$ cat src/rtl/tbsc_pkg.sv
// ----------------------------------------------------------------------------
// tbsc_pkg
// Shared types, constants and helper functions for the byte stream cipher.
// ----------------------------------------------------------------------------
package tbsc_pkg;

  localparam logic [31:0] SEED_H = 32'h95DE1432;
  localparam logic [31:0] MUL_H  = 32'hA8657C5B;
  localparam logic [31:0] SEED_K = 32'h2F63BE6A;
  localparam logic [31:0] SEED_C = 32'h8462E35C;

  localparam int unsigned TBL_DEPTH = 256;
  localparam int unsigned TBL_AW    = 8;
  localparam int unsigned KEY_REGS  = 4;
  localparam int unsigned KEY_BYTES = 32;
  localparam int unsigned KEY_IW    = 2;
  localparam int unsigned KEY_SW    = 5;

  localparam logic [1:0] ACT_RESTART = 2'd0;
  localparam logic [1:0] ACT_ENC     = 2'd1;
  localparam logic [1:0] ACT_DEC     = 2'd2;

  localparam logic [TBL_AW-1:0] LAST_PRE  = TBL_AW'(KEY_BYTES - 1);
  localparam logic [TBL_AW-1:0] LAST_FILL = TBL_AW'(TBL_DEPTH - 1);

  typedef enum logic [2:0] {
    ST_IDLE,
    ST_SCHED_PRE,
    ST_SCHED_FILL,
    ST_READ,
    ST_MIX,
    ST_OUT
  } state_t;

  typedef struct packed {
    logic              en;
    logic [KEY_IW-1:0] idx;
    logic [63:0]       data;
  } cfg_wr_t;

  typedef struct packed {
    logic              en;
    logic [TBL_AW-1:0] addr;
    logic [31:0]       data;
  } tbl_wr_t;

  typedef struct packed {
    logic              en;
    logic [TBL_AW-1:0] addr;
  } tbl_rd_t;

  function automatic logic [31:0] stir(input logic [31:0] x);
    return (x << 2) ^ (x >> 2);
  endfunction

  function automatic logic [7:0] fold(input logic [31:0] x);
    return x[31:24] ^ x[23:16] ^ x[15:8] ^ x[7:0];
  endfunction

endpackage

$ cat src/rtl/tbsc_key.sv
// ----------------------------------------------------------------------------
// tbsc_key
// Key registers and the key term: signed key byte plus schedule index.
// ----------------------------------------------------------------------------
module tbsc_key
  import tbsc_pkg::*;
(
  input  logic              clk,
  input  logic              rst_n,
  input  cfg_wr_t           wr,
  input  logic [KEY_SW-1:0] sel,
  input  logic [TBL_AW-1:0] add,
  output logic [31:0]       term
);

  logic [63:0] key_r [KEY_REGS];
  logic [7:0]  kb;

  always_ff @(posedge clk) begin
    if (!rst_n) begin
      for (int i = 0; i < KEY_REGS; i++) begin
        key_r[i] <= '0;
      end
    end else if (wr.en) begin
      key_r[wr.idx] <= wr.data;
    end
  end

  assign kb   = key_r[sel[KEY_SW-1:3]][{sel[2:0], 3'b000} +: 8];
  assign term = {{24{kb[7]}}, kb} + {{(32-TBL_AW){1'b0}}, add};

endmodule

$ cat config.mk
export PLATFORM = sky130hd
export DESIGN_NAME = tbsc_key
export DESIGN_NICKNAME = d
export VERILOG_FILES = /design/src/rtl/tbsc_pkg.sv /design/src/rtl/tbsc_key.sv
export SDC_FILE = /design/constraint.sdc
export NUM_CORES = 1
export LEC_CHECK = 0
export BUFFER_PORTS_ARGS = -buffer_cell sky130_fd_sc_hd__buf_4
export CAP_MARGIN = 20
export CORE_MARGIN = 2
export CORE_UTILIZATION = 54
export CTS_CLUSTER_SIZE = 8
export DETAILED_ROUTE_END_ITERATION = 10
export PLACE_DENSITY = 0.87
export SKIP_CTS_REPAIR_TIMING = 1
export SLEW_MARGIN = 0
export SYNTH_ARGS = -nofsm -noshare
export SYNTH_HDL_FRONTEND = slang
export SYNTH_SLANG_ARGS = --single-unit
$ cat constraint.sdc
create_clock -name clk -period 5.85 [get_ports clk]
set_input_delay 0.585 -clock clk [delete_from_list [all_inputs] [get_ports clk]]
set_output_delay 0.585 -clock clk [all_outputs]
set_load 0.005 [all_outputs]
==> results by group <==
Yosys
  – Post-Synthesis Cells: 767
  – Register area share after synthesis: 63.85%
  – Flops & latches, synth: 256
  – Syn Area/Cell: between 15 and 20 sq um
  – Cell taking the most area after synthesis: edfxtp_1
  – Main flop type after synthesis: edfxtp_1
  – Cell area after synthesis: 12040 sq um
  – Top post-synthesis cells by area: edfxtp_1 64%, mux4_2 13%, and2_1 10%, and3_1 3.3%, mux2i_1 1.4%
  – Post-synth EDFFs: 256
  – Synth Net Count: about 860
  – Synth cell types: 35
  – Synthesis Warnings: 0
  – Share of Yosys cell area claimed by the top area cell type: between 60% and 70%
  – Asr flop ratio synth: 0%

STA
  – Setup_tns: 0 ns
  – Worst slew margin: 33.58%
  – Final setup vio count: 0
  – Period Utilization, post-route: 85.40%
  – Max Freq: 200.2 MHz
  – Final Max Slew Viols: 0
  – Hold Violations, Final: 0
  – Post-layout min period: about 5.0 ns
  – Slew @ Worst Pin: 0.9964 ns
  – RSZ-0062 raised after global routing: no

CTS
  – CTS Buf Count: 37
  – Clock root buffer master: clkbuf_16
  – CTS tree: built
  – H-tree levels: 2
  – Clk sinks: 256
  – Clock Pin Slew Worst Setup and Hold Paths: roughly 0.050 ns
  – Clock Path Buffers: 3

Final layout
  – Layout cells sized above 1: between 20% and 30%
  – # fillers: 1490
  – Largest register FFs: between 200 and 300
  – Biggest register: key_r
  – Nets: ~950
  – Biggest regs: key_r: 256 flops
  – Final Cell Area: 14020 sq um
  – Area grow syn2layout: 16.48%

Worst setup path
  – Crit path arrival time: 4.41 ns
  – Bufs and invs on worst path: 3
  – Crit-path max cell delay: 0.68 ns
  – Crit-path cells: buf_4, buf_4, mux4_2, mux4_2, mux2_2, ha_1, a21oi_1, o21ai_0, nand4_1, nand2_1, xnor2_2, buf_4
  – Critical Path Start: sel[4]
  – Max stage delay cell, worst path: xnor2_2
  – WP data required: between 5 and 6 ns
  – Crit path launch type: input port
  – Setup crit end kind: output pin
  – Most used cell, CP: buf_4
  – CP delay by family, top: multiplexers
  – CP Max Fanout: 35
  – Setup CP Type: in2out

Routing
  – Pre-antenna DRT Iters: 5
  – Via density per instance: 6.190
  – Post-route ant nets: 0
  – DRC: 0
  – DRT iter0 DRCs: slightly above 800
  – Via count: between 7000 and 8000
  – Drt total wl: between 20000 and 30000 microns
  – Wire length per cell: 25.43 microns

Global routing
  – Vias in the first global route: about 7400
  – Initial antenna violation count: 3
  – Global Route Usage Sum: 25.29%
  – Largest net degree at the start of global routing: 69
  – First-pass GRT wire length: 44470 microns
  – Total gr overflow: 0

Floorplan
  – Die H: 153.3 microns
  – Core area: 21820 sq um
  – Row cnt: 54
  – Starting Density: 55.17%
  – # IOs: 114
  – Die area: 23510 sq um
  – Width of the die: 153.3 microns

Placed design
  – Gpl congestion: slightly below 0.8
  – DP Area: 13030 sq um
  – # port buffers: 113
  – DPL Wire Length: 17120 microns

Pwr
  – Peak supply drop: 0.2206 mV
  – Pwr dens: 335.3 nW/um^2
  – Static Leak: 5.403 nW

Min path
  – Hold Path Depth: 2
  – Hold Path End: key_r[1][49]
  – HP Class: in2reg
  – Min-delay src: wr[49]

Run
  – Max-cap viol count: 0

Outcome
  – Status: completed
-- cell usage after synthesis, drive strengths merged, types with 2 or more instances --
master / n
nor3b: 2
nand2b: 3
and3: 64
nand4: 2
inv: 8
mux2i: 17
nor2: 2
edfxtp: 256
buf: 38
a211oi: 2
a21oi: 6
ha: 9
mux2: 6
xor2: 2
o21ai: 4
nand2: 18
and2: 193
xnor2: 6
a21o: 3
clkbuf: 38
a22oi: 4
mux4: 68
nor2b: 4
a31oi: 2
nand3: 3
-- where the power goes --
part / internal [mW] / switching [mW]
combinational: 0.316 / 0.303
clock: 1.16 / 0.709
sequential: 2.17 / 0.0420
-- kinds of logic after synthesis --
| logic type | Yosys count | synth area share, % |
|---|---|---|
| XOR/XNOR | 8 | 0.5820 |
| AND/OR/NAND/NOR | 294 | 14.87 |
| AO/OA/AOI/OAI | 24 | 1.320 |
| adder cells (fa/ha/maj) | 10 | 1.102 |
| flip-flops | 256 | 63.85 |
| buffers and inverters | 84 | 3.575 |
| multiplexers | 91 | 14.70 |
-- worst max-delay path by stage --
stage          cells past startpoint        to
2_1_floorplan                     14  term[10]
3_3_place_gp                      12  term[30]
3_5_place_dp                      12  term[12]
4_1_cts                           12  term[12]
5_1_grt                           12  term[12]
6_report                          12  term[12]
-- cell type report --
cell class	count	area [sq um]	area share, %
repair buffers	127	1003	7.156
inverters	8	30.03	0.2141
multi-input cells	427	3963	28.26
flip-flops and latches	256	7687	54.82
clock buffers	39	975.9	6.959
well taps	280	350.3	2.498
diodes	2	5.005	0.03569
clock inverters	1	8.758	0.06246
-- metrics by stage --
stage	cells	utilization, %	hold slack (ns)	worst slack (ns)	total power, mW
floorplan	767	-	0.7832	0.8315	2.621
global placement	1098	59.72	0.8854	0.9712	2.838
detailed placement	1098	59.72	0.8875	0.8688	2.861
CTS	1138	64.24	0.3575	0.8282	4.722
global route	1138	64.24	0.3709	0.5775	4.845
finish	1140	64.26	0.3698	0.8543	4.701
-- layout by cell type (no fill, tap or decap), types with 8 or more instances in the layout --
master     netlist  final
nand2_1         18     17
inv_1            8      8
mux2i_1         17     17
clkbuf_16        0     39
ha_1             9      9
and3_1          64     64
mux4_2          68     68
edfxtp_1       256    256
and2_1         193    193
buf_4           22    123
-- routing by layer --
layer | GRT usage, % | wire length (microns) | vias up
li1 | - | - | 3024
met1 | 33.42 | 11090 | 3552
met2 | 39.88 | 13990 | 416
met3 | 7.740 | 2937 | 63
met4 | 9.612 | 969 | 2
met5 | 0 | 12 | -
No activity file was read; power rests on OpenSTA's default activity.
